$ cat config.mk
export PLATFORM = sky130hd
export DESIGN_NAME = lru_page_replacement
export DESIGN_NICKNAME = d
export VERILOG_FILES = /design/src/rtl/lpr_pkg.sv /design/src/rtl/lpr_lookup.sv /design/src/rtl/lpr_frame_store.sv /design/src/rtl/lru_page_replacement.sv
export SDC_FILE = /design/constraint.sdc
export NUM_CORES = 2
export LEC_CHECK = 0
export BUFFER_PORTS_ARGS = -buffer_cell sky130_fd_sc_hd__buf_2
export CORE_ASPECT_RATIO = 0.7
export CORE_UTILIZATION = 41
export CTS_CLUSTER_DIAMETER = 100
export CTS_CLUSTER_SIZE = 30
export DETAILED_ROUTE_END_ITERATION = 6
export SYNTH_ARGS = -nofsm -noshare
export SYNTH_HDL_FRONTEND = slang
export SYNTH_SLANG_ARGS = --single-unit
$ cat constraint.sdc
create_clock -name clk -period 11.2 [get_ports clk]
set_input_delay 2.24 -clock clk [delete_from_list [all_inputs] [get_ports clk]]
set_output_delay 2.24 -clock clk [all_outputs]
set_load 0.005 [all_outputs]
$ cat src/rtl/lpr_pkg.sv
// ----------------------------------------------------------------------------
// lpr_pkg
// Types and constants shared by the LRU page replacement unit.
// ----------------------------------------------------------------------------
package lpr_pkg;

  localparam int PAGE_BITS  = 16;
  localparam int COUNT_BITS = 16;
  localparam int SLOT_BITS  = 4;
  localparam int FC_BITS    = 5;
  localparam int APB_DATA_W = 32;
  localparam int APB_ADDR_W = 2;

  // Frame count after reset
  localparam logic [FC_BITS-1:0] FC_RESET = FC_BITS'(16);

  // Register byte addresses
  localparam logic [APB_ADDR_W-1:0] REG_FRAME_COUNT = APB_ADDR_W'(0);

  typedef enum logic {
    OP_REFERENCE = 1'b0,
    OP_CLEAR     = 1'b1
  } lpr_op_t;

  typedef struct packed {
    lpr_op_t              opcode;
    logic [PAGE_BITS-1:0] page;
  } lpr_req_t;

  typedef struct packed {
    logic                  hit;
    logic [SLOT_BITS-1:0]  slot;
    logic                  evicted_valid;
    logic [PAGE_BITS-1:0]  evicted_page;
    logic [COUNT_BITS-1:0] hit_total;
    logic [COUNT_BITS-1:0] miss_total;
  } lpr_rsp_t;

  // Outcome of one lookup
  typedef struct packed {
    logic hit;    // page already resident
    logic evict;  // no empty frame, least recent frame replaced
  } lpr_dec_t;

endpackage

$ cat src/rtl/lpr_lookup.sv
// ----------------------------------------------------------------------------
// lpr_lookup
// Parallel tag compare, empty-frame search and LRU victim pick.
// ----------------------------------------------------------------------------
module lpr_lookup #(
  parameter int FRAMES_MAX = 16,
  parameter int IDX_W      = 4
) (
  input  logic [lpr_pkg::FC_BITS-1:0]   frame_count,
  input  logic [lpr_pkg::PAGE_BITS-1:0] page,
  input  logic                          clr,
  input  logic [lpr_pkg::PAGE_BITS-1:0] frame_page [FRAMES_MAX],
  input  logic [FRAMES_MAX-1:0]         frame_valid,
  input  logic [IDX_W-1:0]              frame_rank [FRAMES_MAX],
  output lpr_pkg::lpr_dec_t             dec,
  output logic [IDX_W-1:0]              slot,
  output logic [lpr_pkg::PAGE_BITS-1:0] evicted_page
);
  import lpr_pkg::*;

  localparam int CMP_W = (IDX_W > FC_BITS) ? IDX_W + 1 : FC_BITS + 1;

  logic [FRAMES_MAX-1:0] active;
  logic [FRAMES_MAX-1:0] eff_valid;
  logic [IDX_W-1:0]      eff_rank [FRAMES_MAX];
  logic [FRAMES_MAX-1:0] match;
  logic [FRAMES_MAX-1:0] empty;
  logic [FRAMES_MAX-1:0] oldest;
  logic [IDX_W-1:0]      hit_idx;
  logic [IDX_W-1:0]      empty_idx;
  logic [IDX_W-1:0]      victim_idx;

  // A count of zero still keeps frame 0; above FRAMES_MAX is bounded by j.
  always_comb begin
    for (int j = 0; j < FRAMES_MAX; j++) begin
      active[j]    = (j == 0) || (CMP_W'(j) < CMP_W'(frame_count));
      eff_valid[j] = frame_valid[j] & ~clr;
      eff_rank[j]  = clr ? '0 : frame_rank[j];
      match[j]     = active[j] & eff_valid[j] & (frame_page[j] == page);
      empty[j]     = active[j] & ~eff_valid[j];
    end
  end

  // Oldest frame: strictly older than lower frames, no younger than higher ones
  always_comb begin
    for (int j = 0; j < FRAMES_MAX; j++) begin
      oldest[j] = active[j];
      for (int k = 0; k < FRAMES_MAX; k++) begin
        if (active[k] && (k < j) && !(eff_rank[j] > eff_rank[k])) begin
          oldest[j] = 1'b0;
        end
        if (active[k] && (k > j) && (eff_rank[j] < eff_rank[k])) begin
          oldest[j] = 1'b0;
        end
      end
    end
  end

  // Lowest-index priority encoders
  always_comb begin
    hit_idx    = '0;
    empty_idx  = '0;
    victim_idx = '0;
    for (int j = FRAMES_MAX - 1; j >= 0; j--) begin
      if (match[j]) begin
        hit_idx = IDX_W'(j);
      end
      if (empty[j]) begin
        empty_idx = IDX_W'(j);
      end
      if (oldest[j]) begin
        victim_idx = IDX_W'(j);
      end
    end
  end

  always_comb begin
    dec.hit   = |match;
    dec.evict = ~(|match) & ~(|empty);
    if (|match) begin
      slot = hit_idx;
    end else if (|empty) begin
      slot = empty_idx;
    end else begin
      slot = victim_idx;
    end
    evicted_page = dec.evict ? frame_page[victim_idx] : '0;
  end

endmodule

$ cat src/rtl/lpr_frame_store.sv
// ----------------------------------------------------------------------------
// lpr_frame_store
// Frame tags, valid bits and recency ranks with the LRU rank update.
// ----------------------------------------------------------------------------
module lpr_frame_store #(
  parameter int FRAMES_MAX = 16,
  parameter int IDX_W      = 4
) (
  input  logic                          clk,
  input  logic                          rst,
  input  logic                          upd,
  input  logic                          clr,
  input  logic [IDX_W-1:0]              slot,
  input  logic [lpr_pkg::PAGE_BITS-1:0] page,
  output logic [lpr_pkg::PAGE_BITS-1:0] frame_page [FRAMES_MAX],
  output logic [FRAMES_MAX-1:0]         frame_valid,
  output logic [IDX_W-1:0]              frame_rank [FRAMES_MAX]
);
  import lpr_pkg::*;

  logic [FRAMES_MAX-1:0] eff_valid;
  logic [IDX_W-1:0]      eff_rank [FRAMES_MAX];
  logic [FRAMES_MAX-1:0] valid_next;
  logic [IDX_W-1:0]      rank_next [FRAMES_MAX];
  logic [IDX_W-1:0]      slot_rank;
  logic                  slot_was_valid;

  always_comb begin
    for (int j = 0; j < FRAMES_MAX; j++) begin
      eff_valid[j] = frame_valid[j] & ~clr;
      eff_rank[j]  = clr ? '0 : frame_rank[j];
    end
    slot_rank      = eff_rank[slot];
    slot_was_valid = eff_valid[slot];
    // Age frames younger than the touched one; a new frame ages all of them
    for (int j = 0; j < FRAMES_MAX; j++) begin
      valid_next[j] = eff_valid[j] | (IDX_W'(j) == slot);
      if (IDX_W'(j) == slot) begin
        rank_next[j] = '0;
      end else if (eff_valid[j] && (!slot_was_valid || (eff_rank[j] < slot_rank))) begin
        rank_next[j] = eff_rank[j] + IDX_W'(1);
      end else begin
        rank_next[j] = eff_rank[j];
      end
    end
  end

  always_ff @(posedge clk) begin
    if (rst) begin
      frame_valid <= '0;
      for (int j = 0; j < FRAMES_MAX; j++) begin
        frame_rank[j] <= '0;
      end
    end else if (upd) begin
      frame_valid <= valid_next;
      for (int j = 0; j < FRAMES_MAX; j++) begin
        frame_rank[j] <= rank_next[j];
      end
    end
  end

  // Tags need no reset; a hit rewrites the same page
  always_ff @(posedge clk) begin
    if (upd) begin
      frame_page[slot] <= page;
    end
  end

endmodule

$ cat src/rtl/lru_page_replacement.sv
// An accepted request passes through the input register, then the result
// register, which raises its result strobe.
// Throughput: one request every cycle; busy never rises.
// Reset: synchronous; clears all frames, ranks and counts, frame count to 16.
// The receiver cannot stall; done is a single-cycle strobe.
// ----------------------------------------------------------------------------
// lru_page_replacement
// Fully associative LRU page frame tracker with saturating hit/miss counts,
// configured over an APB-style port.
// ----------------------------------------------------------------------------
module lru_page_replacement #(
  parameter int FRAMES_MAX = 16
) (
  input  logic                           clk,
  input  logic                           rst,
  input  logic                           start,
  output logic                           busy,
  input  lpr_pkg::lpr_req_t              req,
  output logic                           done,
  output lpr_pkg::lpr_rsp_t              rsp,
  input  logic                           psel,
  input  logic                           penable,
  input  logic                           pwrite,
  input  logic [lpr_pkg::APB_ADDR_W-1:0] paddr,
  input  logic [lpr_pkg::APB_DATA_W-1:0] pwdata,
  output logic [lpr_pkg::APB_DATA_W-1:0] prdata,
  output logic                           pready
);
  import lpr_pkg::*;

  localparam int IDX_W = (FRAMES_MAX > 1) ? $clog2(FRAMES_MAX) : 1;

  // Configuration
  logic [FC_BITS-1:0] frame_count;

  // Input register
  lpr_req_t req_q;
  logic     req_valid;

  // Frame state
  logic [PAGE_BITS-1:0]  frame_page [FRAMES_MAX];
  logic [FRAMES_MAX-1:0] frame_valid;
  logic [IDX_W-1:0]      frame_rank [FRAMES_MAX];

  // Lookup outcome
  lpr_dec_t             dec;
  logic [IDX_W-1:0]     slot;
  logic [PAGE_BITS-1:0] evicted_page;
  logic                 clr;

  // Running counts
  logic [COUNT_BITS-1:0] hits_seen;
  logic [COUNT_BITS-1:0] faults_seen;
  logic [COUNT_BITS-1:0] hits_base;
  logic [COUNT_BITS-1:0] faults_base;
  logic [COUNT_BITS-1:0] hits_seen_next;
  logic [COUNT_BITS-1:0] faults_seen_next;

  // --------------------------------------------------------------------------
  // Handshake: every request is taken, the state update for one request
  // completes before the next request reaches the lookup stage.
  // --------------------------------------------------------------------------
  assign busy   = 1'b0;
  assign pready = 1'b1;

  // --------------------------------------------------------------------------
  // Configuration port: write on the access phase, read back frame_count
  // --------------------------------------------------------------------------
  always_ff @(posedge clk) begin
    if (rst) begin
      frame_count <= FC_RESET;
    end else if (psel && penable && pwrite && pready && (paddr == REG_FRAME_COUNT)) begin
      frame_count <= pwdata[FC_BITS-1:0];
    end
  end

  always_comb begin
    prdata = '0;
    if (paddr == REG_FRAME_COUNT) begin
      prdata = APB_DATA_W'(frame_count);
    end
  end

  // --------------------------------------------------------------------------
  // Input register: hold the request for the lookup cycle
  // --------------------------------------------------------------------------
  always_ff @(posedge clk) begin
    if (rst) begin
      req_valid <= 1'b0;
    end else begin
      req_valid <= start && !busy;
    end
  end

  always_ff @(posedge clk) begin
    if (start && !busy) begin
      req_q <= req;
    end
  end

  // A clear request acts on the state as seen by its own lookup
  assign clr = req_valid && (req_q.opcode == OP_CLEAR);

  // --------------------------------------------------------------------------
  // Lookup: tag match, first empty frame, least recent frame
  // --------------------------------------------------------------------------
  lpr_lookup #(
    .FRAMES_MAX (FRAMES_MAX),
    .IDX_W      (IDX_W)
  ) u_lookup (
    .frame_count  (frame_count),
    .page         (req_q.page),
    .clr          (clr),
    .frame_page   (frame_page),
    .frame_valid  (frame_valid),
    .frame_rank   (frame_rank),
    .dec          (dec),
    .slot         (slot),
    .evicted_page (evicted_page)
  );

  // --------------------------------------------------------------------------
  // Frame state: write the tag, set valid, advance the recency order
  // --------------------------------------------------------------------------
  lpr_frame_store #(
    .FRAMES_MAX (FRAMES_MAX),
    .IDX_W      (IDX_W)
  ) u_frame_store (
    .clk         (clk),
    .rst         (rst),
    .upd         (req_valid),
    .clr         (clr),
    .slot        (slot),
    .page        (req_q.page),
    .frame_page  (frame_page),
    .frame_valid (frame_valid),
    .frame_rank  (frame_rank)
  );

  // --------------------------------------------------------------------------
  // Saturating counts: drop to zero on clear, stop at all ones
  // --------------------------------------------------------------------------
  always_comb begin
    hits_base        = clr ? '0 : hits_seen;
    faults_base      = clr ? '0 : faults_seen;
    hits_seen_next   = hits_base;
    faults_seen_next = faults_base;
    if (dec.hit) begin
      if (hits_base != '1) begin
        hits_seen_next = hits_base + COUNT_BITS'(1);
      end
    end else begin
      if (faults_base != '1) begin
        faults_seen_next = faults_base + COUNT_BITS'(1);
      end
    end
  end

  always_ff @(posedge clk) begin
    if (rst) begin
      hits_seen   <= '0;
      faults_seen <= '0;
    end else if (req_valid) begin
      hits_seen   <= hits_seen_next;
      faults_seen <= faults_seen_next;
    end
  end

  // --------------------------------------------------------------------------
  // Result register: one strobe per request
  // --------------------------------------------------------------------------
  always_ff @(posedge clk) begin
    if (rst) begin
      done <= 1'b0;
    end else begin
      done <= req_valid;
    end
  end

  always_ff @(posedge clk) begin
    if (req_valid) begin
      rsp.hit           <= dec.hit;
      rsp.slot          <= SLOT_BITS'(slot);
      rsp.evicted_valid <= dec.evict;
      rsp.evicted_page  <= evicted_page;
      rsp.hit_total     <= hits_seen_next;
      rsp.miss_total    <= faults_seen_next;
    end
  end

`ifndef SYNTHESIS
  // Every accepted request is answered by a result strobe
  a_result_follows: assert property (@(posedge clk) disable iff (rst)
    (start && !busy) |=> ##1 done)
    else $error("request accepted but no result strobe");

  // An eviction only happens on a miss
  a_evict_on_miss: assert property (@(posedge clk) disable iff (rst)
    done |-> !(rsp.hit && rsp.evicted_valid))
    else $error("eviction reported on a hit");

  // No evicted page is reported without an eviction
  a_evict_page_zero: assert property (@(posedge clk) disable iff (rst)
    (done && !rsp.evicted_valid) |-> (rsp.evicted_page == '0))
    else $error("evicted page non-zero without eviction");

  // A miss that is not a clear leaves the hit count untouched
  a_miss_keeps_hits: assert property (@(posedge clk) disable iff (rst)
    (req_valid && !clr && !dec.hit) |=> (hits_seen == $past(hits_seen)))
    else $error("hit count moved on a miss");
`endif

endmodule

After elaboration in Yosys (flattened, before gate mapping)
Index checks and enable logic that the tools add are counted.

Register bits: 446. Input bits: 57. Latch bits: 0. Output and inout port bits: 89. Memories kept: 0. ROM bits: 0. Logic and storage cells: 1200. Bits in writable memories: 0.

Multipliers: 0. Div/mod/pow operators: 0. Order comparisons: 275. Shift operators: 0. Bitwise gates (word level): 100. Equal/unequal tests: 33. Mux-type cells: 356. Reductions and logical operators: 372. Add/subtract/negate cells: 18.

Operators with widths (count): $lt A4 B4 Y1 (136); $gt A4 B4 Y1 (120); $mux W4 (100); $bwmux W256 (1); $eq A16 B16 Y1 (16); $logic_and A1 B1 Y1 (246); $mux W1 (241); $mux W16 (9); $logic_not A1 Y1 (106); $add A4 B1 Y4 const B (16); $bmux W16 S4 (1); $demux W16 S4 (1); $and A1 B1 Y1 (63); $lt A4 B5 Y1 const A (8); $add A16 B1 Y16 const B (2); $eq A4 B4 Y1 const A (8); $ne A16 B16 Y1 const B (2); $reduce_or A16 Y1 (2); $lt A3 B5 Y1 const A (4); $not A1 Y1 (19); $bmux W4 S4 (1); $eq A3 B4 Y1 const A (4); $logic_or A1 B1 Y1 (16); $or A1 B1 Y1 (16); 12 further kinds (16).

Logic depth before layout (Yosys ltp)
Word-level depth: 46. Gate-level depth with buffers: 40. Gate-level depth less buffers: 29.

Hierarchy
From an unflattened synthesis, not the netlist that was laid out.

Cell total of the unflattened synthesis: 3871. Area, all modules: 37365.8 µm².

By module, submodules not included: lpr_lookup (area an instance 18027.3 µm², cells each 2318, instances 1); lpr_frame_store (area an instance 14054.7 µm², cells each 1065, instances 1); lru_page_replacement (area an instance 5283.8 µm², cells each 488, instances 1).

Worst setup path before layout
Ideal clock, no wire load.

Kind: register to register. Start: register req_valid. End: register u_frame_store.frame_rank[60] in the netlist's numbering. Arrival: 9.573 ns. Data required time: 11.130 ns. Period minus slack after synthesis: 9.644 ns. Cell stages (with the launch flop): 38. Buffers on the path: 11. Path slack: 1.556 ns. Library setup time: 0.070 ns. Cell sequence: dfxtp_1 > buf_4 > nand2_2 > buf_4 > buf_6 > buf_6 > clkbuf_1 > clkbuf_1 > clkbuf_1 > buf_1 > and2_1 > ha_1 > or3_1 > nor4_1 > nand3b_1 > or4_1 > or4_1 > nand3_1 > (+2 left out) > buf_6 > inv_4 > buf_6 > buf_2 > o21ai_0 > a22oi_1 > o21ai_0 > nand2_1 > o21ai_0 > a221oi_1 > ha_1 > o21a_1 > o21ai_0 > a31oi_1 > o21ai_1 > nand2_1 > or4_1 > a21oi_1.

Longest elaborated chain between the ends: 46.

Ends and longest elaborated chain: start, declared (line lru_page_replacement.sv:38) `logic req_valid;`; start signal, assigned (line lru_page_replacement.sv:91) `req_valid <= start && !busy;`; $logic_and A1 B1 Y1 (*) (line lru_page_replacement.sv:102) `assign clr = req_valid && (req_q.opcode == OP_CLEAR);`; $mux W4 (line lpr_lookup.sv:38) `eff_rank[j] = clr ? '0 : frame_rank[j];`; $gt A4 B4 Y1 (line lpr_lookup.sv:49) `if (active[k] && (k < j) && !(eff_rank[j] > eff_rank[k])) begin`; $logic_not A1 Y1 (line lpr_lookup.sv:49); $logic_and A1 B1 Y1 (line lpr_lookup.sv:49); $mux W1 (14 in a row) (line lpr_lookup.sv:49); $mux W4 (16 in a row) (line lpr_lookup.sv:71) `if (oldest[j]) begin`; $mux W4 (line lpr_lookup.sv:82) `end else if (|empty) begin`; (+1 left out); net slot[1] (line lru_page_replacement.sv:47) `logic [IDX_W-1:0] slot;`; $not A4 Y5 (not written as such) (line lpr_frame_store.sv:33) `slot_rank = eff_rank[slot];`; $bmux W4 S4 (line lpr_frame_store.sv:33); $mux W4 (not written as such) (2 in a row) (line lpr_frame_store.sv:33); $lt A4 B4 Y1 (line lpr_frame_store.sv:40) `end else if (eff_valid[j] && (!slot_was_valid || (eff_rank[j] < slot_rank))) begin`; $logic_or A1 B1 Y1 (line lpr_frame_store.sv:40); $logic_and A1 B1 Y1 (line lpr_frame_store.sv:40); $mux W4 (line lpr_frame_store.sv:40); $mux W4 (*) (line lpr_frame_store.sv:38) `if (IDX_W'(j) == slot) begin`; end signal, assigned by index (line lpr_frame_store.sv:57) `frame_rank[j] <= rank_next[j];`; end, declared (line lpr_frame_store.sv:17) `output logic [IDX_W-1:0] frame_rank [FRAMES_MAX]`.

The timed path passes the listed nets; every way through them passes the cells marked *. The select of a mux whose other input is x is not followed. A chain may end at the register's enable or synchronous reset.

Worst setup path in the final report
Start: register req_q[16] in the netlist's numbering. End: register u_frame_store.frame_rank[8] in the netlist's numbering.

Longest elaborated chain between the ends: 46.

Ends and longest elaborated chain: start, declared (line lru_page_replacement.sv:37) `lpr_req_t req_q;`; start signal, assigned (line lru_page_replacement.sv:97) `req_q <= req;`; $logic_and A1 B1 Y1 (*) (line lru_page_replacement.sv:102); $mux W4 (line lpr_lookup.sv:38); $gt A4 B4 Y1 (line lpr_lookup.sv:49); $logic_not A1 Y1 (line lpr_lookup.sv:49); $logic_and A1 B1 Y1 (line lpr_lookup.sv:49); $mux W1 (14 in a row) (line lpr_lookup.sv:49); $mux W4 (16 in a row) (line lpr_lookup.sv:71); $mux W4 (line lpr_lookup.sv:82); (+1 left out); net slot[3] (line lru_page_replacement.sv:47); $not A4 Y5 (not written as such) (line lpr_frame_store.sv:33); $bmux W4 S4 (line lpr_frame_store.sv:33); $mux W4 (not written as such) (2 in a row) (line lpr_frame_store.sv:33); $lt A4 B4 Y1 (line lpr_frame_store.sv:40); $logic_or A1 B1 Y1 (line lpr_frame_store.sv:40); $logic_and A1 B1 Y1 (line lpr_frame_store.sv:40); $mux W4 (line lpr_frame_store.sv:40); $mux W4 (*) (line lpr_frame_store.sv:38).

Marked as above.

==> metrics.txt <==
status=completed; max-slew violation count=0; sequential area share after synthesis=32.9%; number of cells on the worst reg-to-reg path=22; CTS Hold Bufs=0; floorplan die width=361 µm; Clk Latency, worst-skew pair=630 ps; Yosys warning count=0; TritonCTS clock tree=yes; Synth cell types=112; Nets=4,524; endpoints failing setup=0; Detail Placement HPWL=129,000 µm; number of synthesized register bits=446; Core Footprint=0.0888 mm²; H-tree depth=1; period utilisation layout=88.5%; post-CTS setup buffer count=0; # IOs=146; CTS sink count=446; post-cts sizing count=0; Syn Area/Cell=9.31 µm²; grt ovf=0; Setup TNS=0 ps; CP endpoint kind=flip-flop; Routed WL=173,000 µm; Fill cells=8,564; share of cells above drive strength 1=10.2%; WS Path Type=flip-flop to flip-flop; Starting Density=41.8%; worst rel slew slack=8.51%; Hold Fails Final Rpt=0; asr flop ratio synth=0%; total number of vias=35,400; PwrDens=79.0 mW/mm²; hold-critical path depth=2; Setup Skew=59.5 ps; area post-placement=0.0392 mm²; top cell type's share of synthesized area=26.5%; Leak=0.0159 µW; main area contributors after synthesis=edfxtp_1 26%, ha_1 14%, dfxtp_1 6.4%, xnor2_1 3.5%, xor2_1 3.4%; Site Rows=91; Clock Path Buffers=3; vias per inst=6.77; per-cell routed wire length=33.1 µm; Max-cap violations=0; EDFF count, synth=327; RSZ-0062 raised after global routing=no; Total Routing Usage GR=36.4%; Post-DRT Antenna Nets=0; Clock Tree Root=clkbuf_16; initial antenna violation count=7; Critical Path AT=10,450 ps; Worst Setup Start Kind=flip-flop; Synth top cells by count=421 x ha_1, 327 x edfxtp_1, 294 x nand2_1, 267 x nor2_1, 205 x a21oi_1; drt first pass iters=6; I/O Buffers=89; Peak Freq=101 MHz; most frequent cell after synthesis=ha_1; die height=254 µm; DRC viols=0; Pwr Total=3150 µW; post-synth top area cell=edfxtp_1; vias in the first global route=31,000; Layout area overhead=7.53%; Gate Count Post-Synth=3,985; minimum clock period=9910 ps; gpl congestion=1.07; Post-Layout Inst Area=0.0399 mm²; Cell Area, Synth=0.0371 mm²; Worst Path Max Fanout=42; Worst EP required=11,740 ps; Max IR drop VDD=0.0992 mV; slew at the pin with the worst max-slew slack=1360 ps; largest net degree at the start of global routing=72; Total Die Area=0.0917 mm²; Detailed Route Iter0 Violations=5,647; CTS clk-pin slew, worst paths=130 ps; worst min path class=flip-flop to flip-flop; first-pass GRT wire length=238,000 µm; CTS Buf Count=21; most used flip-flop cell after synthesis=edfxtp_1
worst max-delay path, stage by stage (launching register included):
cell and delay [ps]:
edfxtp_1 440, nand2_4 530, buf_12 310, buf_12 240
nand2_1 630, ha_1 580, a2111oi_0 640, o21ai_0 500
nand2_1 190, or4_1 240, nand4_1 310, o31ai_1 670
a31oi_1 370, and2_1 470, a32o_1 340, a22o_1 240
or4b_2 1010, ha_1 350, or4_1 510, o21ai_0 420
nor2_1 170, or4_1 490, o211ai_1 90
cell type report:
cell class / instances / area, µm² / share of cell area, %
diodes: 1 / 2.50 / 0.00628
clock buffers: 33 / 571 / 1.43
clock inverters: 5 / 109 / 0.273
inverters: 97 / 369 / 0.926
multi-input cells: 3240 / 23500 / 59.0
flip-flops and latches: 446 / 12200 / 30.6
well taps: 1162 / 1450 / 3.65
repair buffers: 240 / 1620 / 4.06
sequential cells by signal, summed over array words and instances (netlist names):
register	cells
done	1
req_q	17
req_valid	1
rsp	54
u_frame_store.frame_page	256
u_frame_store.frame_rank	64
u_frame_store.frame_valid	16
frame_count	5
faults_seen	16
hits_seen	16
layer usage:
| metal | track usage, % | vias up | share of wire [%] |
|---|---|---|---|
| met5 | 1.32 | - | 0.11 |
| met4 | 10.4 | 8 | 3.4 |
| met3 | 16.0 | 352 | 17 |
| met2 | 44.8 | 2657 | 35 |
| met1 | 54.8 | 17000 | 44 |
| li1 | - | 15300 | - |
path summary, 6_finish.rpt:
| kind | from | end | slack, ps |
|---|---|---|---|
| setup / recovery | req_q[16] | u_frame_store.frame_rank[8] | 1290 |
| hold / removal | hits_seen[1] | hits_seen[1] | 470 |
| setup reg to reg | req_q[16] | u_frame_store.frame_rank[8] | 1290 |
| hold reg to reg | hits_seen[1] | hits_seen[1] | 470 |
placed cells by master (no fill, tap or decap), types with 24 or more instances in the layout:
cell,instances
o21ai_0,186
a21boi_0,39
xnor2_1,147
or4_1,28
mux2_2,69
nor2b_1,28
edfxtp_1,327
and2_1,32
inv_1,92
o211ai_1,89
nand4_1,120
a21o_1,48
nor2_1,265
dfxtp_1,116
and3_1,38
conb_1,29
buf_4,149
nor3_1,138
a31oi_1,24
mux2i_1,117
nor4_1,102
nand2b_1,29
o21a_1,26
or3_1,35
ha_1,421
a2111oi_0,24
buf_2,88
a21oi_1,204
xor2_1,146
a211oi_1,29
o211a_1,24
nand3_1,145
nand2_1,294
through the flow:
| step | hold slack, ps | util, % | instances | worst slack, ps |
|---|---|---|---|---|
| after global placement | 446 | 44.1 | 5185 | 1800 |
| after CTS | 469 | 44.9 | 5223 | 1750 |
| after floorplan | 425 | - | 4012 | 1560 |
| final | 468 | 44.9 | 5224 | 1290 |
| after global routing | 499 | 44.9 | 5223 | 1110 |
| after detailed placement | 451 | 44.1 | 5185 | 1800 |
kinds of logic after synthesis:
group / Yosys count / synth area share [%]
AO/OA/AOI/OAI: 927 / 17.2
buffers and inverters: 326 / 4.09
AND/OR/NAND/NOR: 1382 / 19.3
flip-flops: 446 / 32.9
other: 2 / 0.0203
XOR/XNOR: 293 / 6.92
adder cells (fa/ha/maj): 423 / 14.3
multiplexers: 186 / 5.25
power by group:
part	switching (µW)	leakage [µW]	total, µW	internal [µW]
sequential	12.2	0.00396	1810	1790
combinational	265	0.0116	362	96.4
clock	602	0.000320	981	379
total	880	0.0159	3150	2270
No activity file was read; power rests on OpenSTA's default activity.
